<file path="config.mk">
export PLATFORM = sky130hd
export DESIGN_NAME = sasmd_ctrl
export DESIGN_NICKNAME = d
export VERILOG_FILES = /design/src/hw/rtl/sasmd_pkg.sv /design/src/hw/rtl/sasmd_ctrl.sv
export SDC_FILE = /design/constraint.sdc
export NUM_CORES = 1
export LEC_CHECK = 0
export ABC_CLOCK_PERIOD_IN_PS = 1800
export BUFFER_PORTS_ARGS = -buffer_cell sky130_fd_sc_hd__buf_2
export CORE_AREA = 2 2 39 41
export DETAILED_ROUTE_END_ITERATION = 8
export DIE_AREA = 0 0 41 43
export HOLD_SLACK_MARGIN = 0.1
export SLEW_MARGIN = 15
export SYNTH_ARGS = -nofsm -noshare
export SYNTH_HDL_FRONTEND = slang
export SYNTH_SLANG_ARGS = --single-unit
</file>
<file path="constraint.sdc">
create_clock -name clock -period 1.8 [get_ports clock]
set_input_delay 0.09 -clock clock [delete_from_list [all_inputs] [get_ports clock]]
set_output_delay 0.09 -clock clock [all_outputs]
set_load 0.01 [all_outputs]
</file>
<file path="src/hw/rtl/sasmd_pkg.sv">
`default_nettype none
package sasmd_pkg;

   localparam int WIDTH   = 32;
   localparam int FIELD_W = 32;
   localparam int CNT_W   = $clog2(WIDTH);

   typedef enum logic [2:0] {
      ST_IDLE = 3'b001,
      ST_RUN  = 3'b010,
      ST_DONE = 3'b100
   } state_type;

   typedef struct packed {
      logic load;
      logic step;
   } ctl_type;

endpackage
`default_nettype wire

</file>
<file path="src/hw/rtl/sasmd_ctrl.sv">
`default_nettype none
module sasmd_ctrl
   import sasmd_pkg::*;
(
   input  wire logic    clock,
   input  wire logic    reset,
   input  wire logic    req_valid,
   output logic         req_ready,
   output logic         rsp_valid,
   input  wire logic    rsp_ready,
   output ctl_type      ctl
);

   state_type          state_ff, state_in;
   logic [CNT_W-1:0]   cnt_ff, cnt_in;

   always_comb begin
      state_in = state_ff;
      cnt_in   = cnt_ff;
      case (state_ff)
         ST_IDLE: begin
            cnt_in = '0;
            if (req_valid) begin
               state_in = ST_RUN;
            end
         end
         ST_RUN: begin
            cnt_in = cnt_ff + 1'b1;
            if (cnt_ff == CNT_W'(WIDTH - 1)) begin
               state_in = ST_DONE;
            end
         end
         ST_DONE: begin
            if (rsp_ready) begin
               state_in = ST_IDLE;
            end
         end
         default: begin
            state_in = ST_IDLE;
         end
      endcase
   end

   always_ff @(posedge clock) begin
      if (reset) begin
         state_ff <= ST_IDLE;
         cnt_ff   <= '0;
      end else begin
         state_ff <= state_in;
         cnt_ff   <= cnt_in;
      end
   end

   assign req_ready = (state_ff == ST_IDLE);
   assign rsp_valid = (state_ff == ST_DONE);
   assign ctl.load  = req_ready && req_valid;
   assign ctl.step  = (state_ff == ST_RUN);

endmodule
`default_nettype wire

</file>
==> flow_summary.ini <==
[layout]
n_antenna_cell = 0
drive_above_1_share = 0.222
fillers = 154
seqCellArea_um2 = 160
nNetsFinal = 71
finish.utilization = 0.399
syn_to_final_growth_pct = 8.89
multi_input_area_um2 = 310
fin_area_um2 = 552

[place]
place_congestion = 0.709
io_buffers = 7
placed_area_um2 = 529
dpl.hpwl_um = 629
place_worst_setup_slack_ns = 0.296

[logic_synthesis]
synth.distinct_cells = 32
syn_area_um2 = 507
syn_nets = 64
synthCells = 58
syn_avg_cell_area_um2 = 8.74
ys_ff_latch = 8
synth_top_area_frac = 0.316
synth_top_cells_by_area = dfxtp_1 (32%), a21oi_1 (5.9%), ha_1 (4.9%)
post-synth-top-area-cell = dfxtp_1
ys_warn_count = 0
synth_seq_area_share = 0.316

[worst_setup_path]
cp.required_ns = 1.71
r2r_start = cnt_ff[1]
crit_start = state_ff[0]
path_cells = nor3b_1 > and2_1 > buf_2
crit_path_end_kind = primary output
cpMaxStageDelayCell = dfxtp_1
slowest_delay_ns = 0.59
critPathArrivalTime_ns = 1.46
worst_r2r_path_depth = 6
timing.rr.end = cnt_ff[4]
r2r_slack_ns = 0.27
criticalPathCategory = reg2out
crit_fanout = 16
cp-start-kind = flip-flop

[grt]
track_usage = 0.141
grt_max_degree = 17
grt_pass1_vias = 378
antenna_found_initial = 0
grt_first_pass_wirelength_um = 1660
grt_overflow = 0

[sta]
worst_slack_ns = 0.247
setup_viol = 0
slew_viol_final = 0
hold_viol = 0
rsz0062_at_grt = false
period_needed_ns = 1.55
worst_slew_pin_slew_ns = 0.456
finClkSkew_ns = 0.000875
hold_ws_ns = 0.126
tns_ns = 0
finalCritPeriodShare = 0.863
slew_headroom = 0.696
fmax_ghz = 0.644

[floorplan]
die_h_um = 43
rows = 14
start_util = 0.366
fp.coreArea_um2 = 1380
die_area_um2 = 1760
fp.dieW_um = 41
io_pins = 8

[drt]
ant_nets = 0
drt_pass1_iterations = 2
drc_errors = 0
drt-vias-per-instance = 5.29
post_drt_wl_per_cell_um = 12.1
vias = 418
routed_wl_um = 954
drt_iter0_markers = 4

[clock_tree]
post_cts_resized = 0
numCtsBuffers = 3
cts-root-buf = clkbuf_4
cts_sinks = 8
clock_path_buffers = 2
clock_latency_ns = 0.25
cts-htree-levels = 1
cts_tree = built
postCtsSetupBuffers = 0
cts.hold.buffers_added = 0
path_clk_slew_ns = 0.05

[pwr]
vdd_drop_max_uv = 354
power.leakage_uw = 0.000234
powerDensity_nw_per_um2 = 665

[min_path]
hold_class = in2reg
min_path_cells = 2
min_to = cnt_ff[1]
hold_path.startpoint = reset

[outcome]
status = finished clean

[job]
maxCapViolations = 0
placed cells by master, fill, tap and decap left out, types with 2 or more instances in the layout:
master    synthesis  final
clkbuf_4          0      3
nand2b_1          2      2
ha_1              2      2
nor3b_1           2      2
a31oi_1           3      3
and2_1            2      2
nor2_1            5      5
buf_2             2      7
o21ai_0           2      2
nor2b_1           2      2
a21oi_1           6      6
dfxtp_1           8      8
and3_1            2      2
state kept, by name, indices dropped and copies added (netlist names):
signal / cells
cnt_ff: 5
state_ff: 3
worst max-delay path by stage:
stage	end	slack, ns	cells past startpoint
after floorplan	cnt_ff[4]	0.39	6
final	ctl[1]	0.25	3
after global routing	ctl[1]	0.11	3
after detailed placement	cnt_ff[4]	0.30	6
after global placement	cnt_ff[4]	0.30	6
after CTS	ctl[1]	0.22	3
worst max-delay path: cells and delay by family, from the launching register on:
family	cells	cell delay, ns
simple gates	2	0.50
buf+inv	1	0.12
flops	1	0.59
synth_stat cells:
cell and count:
nand2b_1 2, nor3b_1 2, buf_4 1, nor4bb_1 1, o32ai_1 1, and4bb_2 1, nor3b_2 1, nor4_2 1
a21oi_1 6, o21ai_0 2, o21bai_1 1, o221ai_1 1, or3b_1 1, a21o_1 1, or2_2 1, buf_1 1
nor2_1 5, buf_6 1, inv_1 1, buf_2 2, dfxtp_1 8, and4b_1 1, nor4b_1 1, nor2b_1 2
and3b_1 1, ha_1 2, and2_1 2, nand3b_1 1, or2b_1 1, and3_1 2, nor3_1 1, a31oi_1 3
power breakdown:
group | internal, µW | total [µW] | switching [µW]
combinational | 20.1 | 39.0 | 18.9
sequential | 181 | 194 | 12.5
clock | 76.1 | 134 | 58.1
through the flow:
step | power (µW) | instances
after global routing | 386 | 79
after floorplan | 227 | 58
final | 367 | 79
after detailed placement | 236 | 76
after CTS | 373 | 79
after global placement | 236 | 76
logic make-up (layout without fill, tap and decap cells):
family / after synthesis / count (layout) / synth area share
adder cells (fa/ha/maj): 2 / 2 / 0.0494
buffers and inverters: 6 / 11 / 0.0716
AND/OR/NAND/NOR: 27 / 27 / 0.383
flip-flops: 8 / 8 / 0.316
AO/OA/AOI/OAI: 15 / 15 / 0.180
layer usage:
metal,track usage,wire [µm],vias up
met5,0,0,-
met4,0.100,12,0
met3,0.0314,14,2
met2,0.178,430,2
met1,0.203,497,188
li1,-,-,226
final cells by class:
cell class,instances,share of cell area
well taps,16,0.0363
multi-input cells,44,0.562
flip-flops and latches,8,0.290
clock buffers,3,0.0408
repair buffers,7,0.0635
inverters,1,0.00680
(Power assumes the default switching activity.)
