==> config.mk <==
export PLATFORM = sky130hd
export DESIGN_NAME = sasmd_step
export DESIGN_NICKNAME = d
export VERILOG_FILES = /design/src/hw/rtl/sasmd_pkg.sv /design/src/hw/rtl/sasmd_step.sv
export SDC_FILE = /design/constraint.sdc
export NUM_CORES = 1
export LEC_CHECK = 0
export ABC_AREA = 1
export BUFFER_PORTS_ARGS = -buffer_cell sky130_fd_sc_hd__buf_2
export CELL_PAD_IN_SITES_DETAIL_PLACEMENT = 1
export CELL_PAD_IN_SITES_GLOBAL_PLACEMENT = 1
export CORE_ASPECT_RATIO = 0.7
export CORE_MARGIN = 4
export CORE_UTILIZATION = 40
export CTS_CLUSTER_SIZE = 16
export DETAILED_ROUTE_END_ITERATION = 10
export GPL_TIMING_DRIVEN = 0
export PLACE_DENSITY = 0.75
export SYNTH_ARGS = -nofsm -noshare
export SYNTH_HDL_FRONTEND = slang
export SYNTH_SLANG_ARGS = --single-unit
==> constraint.sdc <==
create_clock -name clock -period 4 [get_ports clock]
set_input_delay 0.8 -clock clock [delete_from_list [all_inputs] [get_ports clock]]
set_output_delay 0.8 -clock clock [all_outputs]
set_load 0.01 [all_outputs]
==> src/hw/rtl/sasmd_pkg.sv <==
`default_nettype none
package sasmd_pkg;

   localparam int WIDTH   = 32;
   localparam int FIELD_W = 32;
   localparam int CNT_W   = $clog2(WIDTH);

   typedef enum logic [2:0] {
      ST_IDLE = 3'b001,
      ST_RUN  = 3'b010,
      ST_DONE = 3'b100
   } state_type;

   typedef struct packed {
      logic load;
      logic step;
   } ctl_type;

endpackage
`default_nettype wire

==> src/hw/rtl/sasmd_step.sv <==
`default_nettype none
module sasmd_step
   import sasmd_pkg::*;
(
   input  wire logic               clock,
   input  wire ctl_type            ctl,
   input  wire logic [FIELD_W-1:0] operand_a,
   input  wire logic [FIELD_W-1:0] operand_b,
   output logic [FIELD_W-1:0]      sum_out,
   output logic [FIELD_W-1:0]      difference_out,
   output logic [FIELD_W-1:0]      product_low,
   output logic [FIELD_W-1:0]      quotient_out,
   output logic                    divide_by_zero
);

   logic [WIDTH-1:0] mcand_ff, mcand_in;
   logic [WIDTH-1:0] mplier_ff, mplier_in;
   logic [WIDTH-1:0] acc_ff, acc_in;
   logic [WIDTH-1:0] rem_ff, rem_in;
   logic [WIDTH-1:0] dvd_ff, dvd_in;
   logic [WIDTH-1:0] dvs_ff, dvs_in;
   logic [WIDTH-1:0] sum_ff, sum_in;
   logic [WIDTH-1:0] diff_ff, diff_in;
   logic             dz_ff, dz_in;

   logic [WIDTH-1:0] a_w, b_w;
   logic [WIDTH:0]   rem_sh;
   logic [WIDTH+1:0] trial;
   logic             qbit;

   assign a_w    = WIDTH'(operand_a);
   assign b_w    = WIDTH'(operand_b);
   assign rem_sh = {rem_ff, dvd_ff[WIDTH-1]};
   assign trial  = {1'b0, rem_sh} - {2'b00, dvs_ff};
   assign qbit   = ~trial[WIDTH+1];

   always_comb begin
      mcand_in  = mcand_ff;
      mplier_in = mplier_ff;
      acc_in    = acc_ff;
      rem_in    = rem_ff;
      dvd_in    = dvd_ff;
      dvs_in    = dvs_ff;
      sum_in    = sum_ff;
      diff_in   = diff_ff;
      dz_in     = dz_ff;
      if (ctl.load) begin
         mcand_in  = a_w;
         mplier_in = b_w;
         acc_in    = '0;
         rem_in    = '0;
         dvd_in    = a_w;
         dvs_in    = b_w;
         sum_in    = a_w + b_w;
         diff_in   = a_w - b_w;
         dz_in     = (b_w == '0);
      end else if (ctl.step) begin
         // shift-add multiply step
         if (mplier_ff[0]) begin
            acc_in = acc_ff + mcand_ff;
         end
         mcand_in  = {mcand_ff[WIDTH-2:0], 1'b0};
         mplier_in = {1'b0, mplier_ff[WIDTH-1:1]};
         // restoring divide step, quotient shifts in at the dividend LSB
         rem_in = qbit ? trial[WIDTH-1:0] : rem_sh[WIDTH-1:0];
         dvd_in = {dvd_ff[WIDTH-2:0], qbit};
      end
   end

   always_ff @(posedge clock) begin
      mcand_ff  <= mcand_in;
      mplier_ff <= mplier_in;
      acc_ff    <= acc_in;
      rem_ff    <= rem_in;
      dvd_ff    <= dvd_in;
      dvs_ff    <= dvs_in;
      sum_ff    <= sum_in;
      diff_ff   <= diff_in;
      dz_ff     <= dz_in;
   end

   assign sum_out        = FIELD_W'(sum_ff);
   assign difference_out = FIELD_W'(diff_ff);
   assign product_low    = FIELD_W'(acc_ff);
   assign quotient_out   = dz_ff ? '0 : FIELD_W'(dvd_ff);
   assign divide_by_zero = dz_ff;

endmodule
`default_nettype wire

==> out/qor.csv, run 1 <==
stage,metric,value,unit
run_status,status,completed,
hold_path,worstHoldPathType,in2reg,
synth,syn_area,18300,µm²
grt,grt_max_degree,106,
clock_network,clock_latency,570,ps
detailed_routing,drt_iter0_drc,1198,
synth,yosysSeqAreaShare,38.6,%
detailed_routing,via_count,18000,
synth,async_flop_share,0,%
sta,fmax,298,MHz
grt,grt_usage,28.3,%
synth,synth-compound-area-share,10.1,%
sta,finalClockSkew,14.0,ps
clock_network,cts_setup_buffers,0,
worst_setup_path,startpoint_type,primary input,
clock_network,cts_tree,done,
floorplanning,die-area,49200,µm²
synth,synth-seq-cells,256,
grt,grt_first_pass_wirelength,109000,µm
sta,finalHoldViolations,0,
detailed_routing,route.detailed.drc,0,
detailed_routing,routed_via_density,5.31,
synth,yosysWarnings,0,
grt,antenna_found_initial,2,
synth,synth_edf_count,192,
finish,diodes,0,
clock_network,cts_buffers,28,
worst_setup_path,crit_path_max_fanout,105,
synth,synthMuxAreaShare,0,%
synth,synthCells,2542,
finish,stdcell_area,21000,µm²
synth,ys_types,43,
clock_network,cts_buffer_depth,3,
clock_network,cts_sinks,256,
sta,slew_violations,0,
floorplanning,rows,65,
finish,nFillCells,5850,
grt,grt-ovfl-total,0,
worst_setup_path,required,4010,ps
clock_network,path_clk_slew,70,ps
sta,final.min_clock_period,3350,ps
finish,area_growth,14.7,%
power_and_ir_drop,cellPowerDensity,379,nW/µm²
detailed_routing,routed_wl,71800,µm
synth,ys.flop_type,edfxtp_1,
synth,synth-xor-area-share,3.60,%
detailed_routing,routedWlPerCell,21.2,µm
job,drv_cap,0,
clock_network,cts_repair_resize_count,0,
floorplanning,dieWidth,263,µm
sta,relSlewSlack,31.9,%
sta,worst_slew_pin_slew,1020,ps
power_and_ir_drop,ir_worst_vdd,0.335,mV
floorplanning,die_h,187,µm
clock_network,cts.htree.levels,1,
detailed_routing,first_pass_iters,5,
worst_setup_path,cp_data_arrival_time,3360,ps
sta,fin_hold_ws,465,ps
synth,syn_area_per_cell,7.19,µm²
synth,synth-simple-area-share,28.8,%
floorplanning,io_pins,196,
placed_design,post_dp_cell_area,20000,µm²
floorplanning,start_util,40.5,%
synth,synth_top_family_by_area,simple AND/OR/NAND/NOR gates,
worst_setup_path,crit_type,in2reg,
clock_network,clockRootBuffer,clkbuf_16,
grt,grt_pass1_vias,18500,
finish,drive_gt1_share,10.6,%
placed_design,hpwl,58900,µm
placed_design,gp_congestion,1.01,
power_and_ir_drop,total_power,7.95,mW
sta,setup_viol,0,
sta,rsz0062_at_grt,false,
finish,nets,2964,
clock_network,ctsHoldBuffers,0,
sta,period_share,83.8,%
worst_setup_path,cp-end-kind,flip-flop,
detailed_routing,antenna_left,0,
power_and_ir_drop,leakage,10.6,nW
synth,synth_fa_ha_area_share,9.00,%
floorplanning,coreArea,45100,µm²
synth,synth_fp_nets,2738,
placed_design,port_buffers,195,
[report_power, final]
part | total [mW] | switching (mW) | internal (mW)
Combinational | 1.97 | 1.37 | 0.602
Clock | 2.66 | 1.16 | 1.50
Sequential | 3.32 | 0.135 | 3.19
[metal layers]
metal / vias to the layer above / track usage, % / share of wire, %
li1: 8623 / - / -
met1: 8815 / 41.6 / 48
met2: 517 / 45.5 / 45
met3: 70 / 3.14 / 5.9
met4: 0 / 5.41 / 2.0
met5: - / 0 / 0
[through the flow]
| stage | setup WS, ps | utilization (%) | setup TNS, ps | cells |
|---|---|---|---|---|
| after floorplan | 1090 | - | 0 | 2542 |
| after global placement | -1310 | 44.3 | -145200 | 3340 |
| after detailed placement | 126 | 44.4 | 0 | 3341 |
| after CTS | 740 | 46.4 | 0 | 3393 |
| after global routing | 524 | 46.4 | 0 | 3393 |
| final | 646 | 46.4 | 0 | 3393 |
[cell usage in the layout (no fill, tap or decap), types with 3 or more instances in the layout]
cell	n
fa_1	4
buf_4	5
clkbuf_16	29
o21ai_1	22
nand3_1	154
clkbuf_1	40
clkinv_2	5
nand3b_1	20
nor4_1	12
nor3_1	26
nand2_2	6
nand2_1	745
xnor2_1	19
clkinv_4	3
o21bai_1	11
clkinvlp_4	5
o21a_1	6
nor2_1	262
xor2_1	56
nand4_1	28
edfxtp_1	192
dfxtp_1	64
buf_2	208
ha_1	125
a21oi_1	138
and2_1	3
buf_6	4
a21o_1	9
inv_1	400
inv_2	10
o21ai_0	150
[worst paths after layout]
check / start / slack (ps) / end / cells past startpoint
max: ctl[1] / 650 / mplier_ff[23]$_DFFE_PP_ / 4
min: operand_b[27] / 470 / dvs_ff[27]$_DFFE_PP_ / 1
max reg2reg: dvs_ff[24]$_DFFE_PP_ / 1350 / dvd_ff[0]$_DFFE_PP_ / 13
min reg2reg: rem_ff[15]$_SDFFE_PP0P_ / 470 / rem_ff[15]$_SDFFE_PP0P_ / 2
[final cells by class]
cell class,instances,area [µm²],share of cell area [%]
buffer,56,274,1.31
multi-input combinational,1818,9400,44.9
timing repair buffer,196,1010,4.80
tap,603,754,3.60
sequential,256,7050,33.6
clock inverter,14,140,0.669
inverter,412,1550,7.40
clock buffer,38,779,3.72
[registers in the layout, indices dropped and copies added (netlist names)]
register / cells
product_low: 32
divide_by_zero: 1
difference_out: 31
dvs_ff: 32
mcand_ff: 32
mplier_ff: 32
dvd_ff: 32
sum_out: 32
rem_ff: 32
[worst max-delay path, stage by stage]
cell,delay [ps]
buf_4,300
clkbuf_1,390
nor2_1,760
clkinv_4,960
[synthesized netlist by cell type, types with 26 or more instances]
master,count,area share [%]
a21oi_1,138,3.8
clkbuf_1,33,0.68
dfxtp_1,64,7.0
edfxtp_1,192,32
ha_1,125,8.6
inv_1,400,8.2
nand2_1,745,15
nand3_1,154,4.2
nand4_1,28,0.96
nor2_1,262,5.4
nor3_1,26,0.71
o21ai_0,150,4.1
xor2_1,56,2.7
[cells by family (layout without fill, tap and decap cells)]
| logic type | Yosys count | in the layout |
|---|---|---|
| compound gates | 347 | 347 |
| simple gates | 1267 | 1267 |
| flops | 256 | 256 |
| buf+inv | 468 | 716 |
| fa+ha+maj | 129 | 129 |
| xor+xnor | 75 | 75 |
Power figures use the tool's default switching activity.
==> run 2: changes to the inputs <==
--- a/config.mk
+++ b/config.mk
@@ -5,13 +5,13 @@
 export SDC_FILE = /design/constraint.sdc
 export NUM_CORES = 1
 export LEC_CHECK = 0
-export ABC_AREA = 1
+export ABC_AREA = 0
 export BUFFER_PORTS_ARGS = -buffer_cell sky130_fd_sc_hd__buf_2
 export CELL_PAD_IN_SITES_DETAIL_PLACEMENT = 1
 export CELL_PAD_IN_SITES_GLOBAL_PLACEMENT = 1
 export CORE_ASPECT_RATIO = 0.7
 export CORE_MARGIN = 4
-export CORE_UTILIZATION = 40
+export CORE_UTILIZATION = 42
 export CTS_CLUSTER_SIZE = 16
 export DETAILED_ROUTE_END_ITERATION = 10
 export GPL_TIMING_DRIVEN = 0
==> constraint.sdc (replaced) <==
create_clock -name clock -period 3 [get_ports clock]
set_input_delay 0.6 -clock clock [delete_from_list [all_inputs] [get_ports clock]]
set_output_delay 0.6 -clock clock [all_outputs]
set_load 0.01 [all_outputs]
==> run 2 against run 1 <==
The flow now finishes with violations (negative setup slack). Non-clock buffer count grew 44. First-iteration DRC count grew 3.8%. Largest cell class unchanged. Largest power group unchanged. Sequential cell count is the same. Synthesized area shrank 12%. Worst hold slack lost 190 ps. Critical path depth grew 9. Register-to-register slack lost 1500 ps.
==> out/qor.csv, run 2 <==
stage,metric,value,unit
detailed_routing,routedWlPerCell,23.9,µm
grt,grt_pass1_vias,14400,
placed_design,gp_congestion,0.937,
sta,worst_slew_pin_slew,794,ps
placed_design,post_dp_cell_area,17700,µm²
clock_network,cts.htree.levels,1,
finish,stdcell_area,20000,µm²
worst_setup_path,crit_type,reg2reg,
worst_setup_path,crit_path_max_fanout,7,
grt,grt_usage,26.4,%
sta,tns,-812,ps
synth,synth_top_family_by_area,compound AO/OA/AOI/OAI gates,
detailed_routing,routed_via_density,5.81,
sta,slew_violations,0,
synth,yosysWarnings,0,
power_and_ir_drop,leakage,8.43,nW
floorplanning,die_h,171,µm
sta,setup_viol,42,
synth,synth_common_cells,"edfxtp_1, inv_1, nor2_1",
synth,synth_most_common_cell,edfxtp_1,
run_status,status,"finished, violations left",
detailed_routing,antenna_left,0,
finish,layout_common_cells,"buf_2, edfxtp_1, inv_1",
finish,area_growth,24.6,%
synth,synthTopCellsByArea,"edfxtp_1, ha_1, dfxtp_1",
floorplanning,rows,59,
sta,rsz0062_at_grt,true,
synth,ys.flop_type,edfxtp_1,
synth,synth-xor-area-share,5.79,%
worst_setup_path,cp-end-kind,flip-flop,
worst_setup_path,crit_start,dvs_ff[1]$_DFFE_PP_,
sta,relSlewSlack,47.1,%
worst_setup_path,reg2reg_to,rem_ff[29]$_SDFFE_PP0P_,
synth,synth.top_cell.area_share,36.0,%
worst_setup_path,endpoint,rem_ff[29]$_SDFFE_PP0P_,
hold_path,worstHoldPathType,in2reg,
clock_network,clockRootBuffer,clkbuf_16,
detailed_routing,drt_iter0_drc,1244,
detailed_routing,first_pass_iters,5,
synth,synthMuxAreaShare,3.86,%
power_and_ir_drop,ir_worst_vdd,0.399,mV
synth,async_flop_share,0,%
synth,synth-simple-area-share,11.9,%
detailed_routing,route.detailed.drc,0,
synth,synthCells,1657,
floorplanning,die-area,41400,µm²
synth,synth-compound-area-share,18.5,%
clock_network,cts_buffers,28,
finish,utilization,53.4,%
synth,synth_edf_count,192,
worst_setup_path,reg2regPathDepth,13,
job,drv_cap,0,
placed_design,dp_worst_setup_slack,-1210,ps
finish,nFillCells,4193,
clock_network,clock_latency,570,ps
power_and_ir_drop,cellPowerDensity,572,nW/µm²
grt,grt_first_pass_wirelength,84800,µm
clock_network,path_clk_slew,60,ps
placed_design,hpwl,42000,µm
synth,synth-seq-cells,256,
clock_network,cts_tree,done,
sta,period_share,104,%
clock_network,ctsHoldBuffers,0,
sta,fmax,321,MHz
worst_setup_path,startpoint_type,flip-flop,
sta,finalHoldViolations,0,
worst_setup_path,worst_r2r_startpoint,dvs_ff[1]$_DFFE_PP_,
worst_setup_path,required,3460,ps
synth,syn_area_per_cell,9.67,µm²
finish,nets,2121,
synth,synth_fp_nets,1853,
finish,layout.cells.most_common,buf_2,
synth,yosysSeqAreaShare,44.0,%
floorplanning,dieWidth,241,µm
synth,synth_top_cell_by_area,edfxtp_1,
detailed_routing,routed_wl,58300,µm
worst_setup_path,reg2reg_slack,-110,ps
run_status,failed_checks,negative setup slack,
power_and_ir_drop,total_power,11.4,mW
clock_network,cts_buffer_depth,3,
placed_design,port_buffers,195,
sta,final.min_clock_period,3110,ps
synth,synth_fa_ha_area_share,10.3,%
sta,setup_slack,-112,ps
synth,ys_types,73,
worst_setup_path,cp_data_arrival_time,3570,ps
grt,grt-ovfl-total,0,
sta,finalClockSkew,21.0,ps
clock_network,cts_sinks,256,
synth,syn_area,16000,µm²
floorplanning,start_util,42.8,%
floorplanning,coreArea,37400,µm²
detailed_routing,via_count,14200,
grt,grt_max_degree,68,
finish,drive_gt1_share,24.1,%
floorplanning,io_pins,196,
grt,antenna_found_initial,2,
==> run 2: cell count changes after synthesis, sizes merged, moves of 27 or more <==
cell / change
a211oi: +38
xnor2: +59
nor2: -119
xor2: -28
inv: -242
nand2: -626
mux2: +31
mux2i: +27
o21ai: -52
nand3: -140
==> run 2: metrics by stage <==
stage	cells	hold WS, ps
after global routing	2435	263
after global placement	2340	461
after CTS	2419	264
after detailed placement	2343	471
after floorplan	1657	453
final	2436	279
==> run 2: cell families after synthesis <==
kind of cell / count (synthesis)
compound gates: 461
simple gates: 418
flops: 256
buf+inv: 229
fa+ha+maj: 129
xor+xnor: 106
mux: 58
==> run 2: repair_timing <==
item / 4_1_cts / 5_1_grt
pin swaps: 28 / 52
gates cloned: 1 / 3
setup endpoints to repair: 224 / 100
setup buffers: 23 / 19
resized for setup: 80 / 115
==> run 2: worst min path at each step <==
stage | end | startpoint | depth (start not counted)
final | dvs_ff[1]$_DFFE_PP_ | operand_b[1] | 1
after global routing | dvs_ff[1]$_DFFE_PP_ | operand_b[1] | 1
after CTS | dvs_ff[5]$_DFFE_PP_ | operand_b[5] | 1
after detailed placement | product_low[19]$_SDFFE_PP0P_ | product_low[19]$_SDFFE_PP0P_ | 2
after global placement | product_low[11]$_SDFFE_PP0P_ | product_low[11]$_SDFFE_PP0P_ | 2
after floorplan | rem_ff[17]$_SDFFE_PP0P_ | rem_ff[17]$_SDFFE_PP0P_ | 2
==> run 2: power by group <==
group	internal [mW]	switching [mW]	leakage, nW
combinational	1.38	2.02	5.52
clock	1.98	1.52	0.446
sequential	4.29	0.229	2.46
total	7.65	3.77	8.43
==> run 2: worst max-delay path: stages, from the launching register on <==
cell      delay (ps)
edfxtp_1         400
inv_2            100
ha_4             190
nor2b_4          130
o31ai_4          280
a211oi_4         120
a211oi_4         320
o31ai_4          140
a41o_1           220
a211o_4          360
buf_12           160
buf_4            140
mux2i_2          150
a211oi_1         270
==> run 2: routing by layer <==
metal | GRT usage (%) | vias up | wire [µm]
met2 | 40.7 | 469 | 26100
met3 | 4.39 | 93 | 3710
li1 | - | 6487 | -
met1 | 39.3 | 7109 | 27100
met5 | 0 | - | 13
met4 | 5.66 | 2 | 1350
==> run 2: cell type report <==
class	count	area, µm²	area share (%)
flip-flops and latches	256	7050	35.3
multi-input cells	1172	9020	45.2
plain buffers	54	285	1.43
repair inverters	1	7.51	0.0376
clock inverters	10	81.3	0.407
well taps	488	611	3.06
repair buffers	242	1450	7.26
diodes	1	2.50	0.0125
clock buffers	42	825	4.13
inverters	170	642	3.21
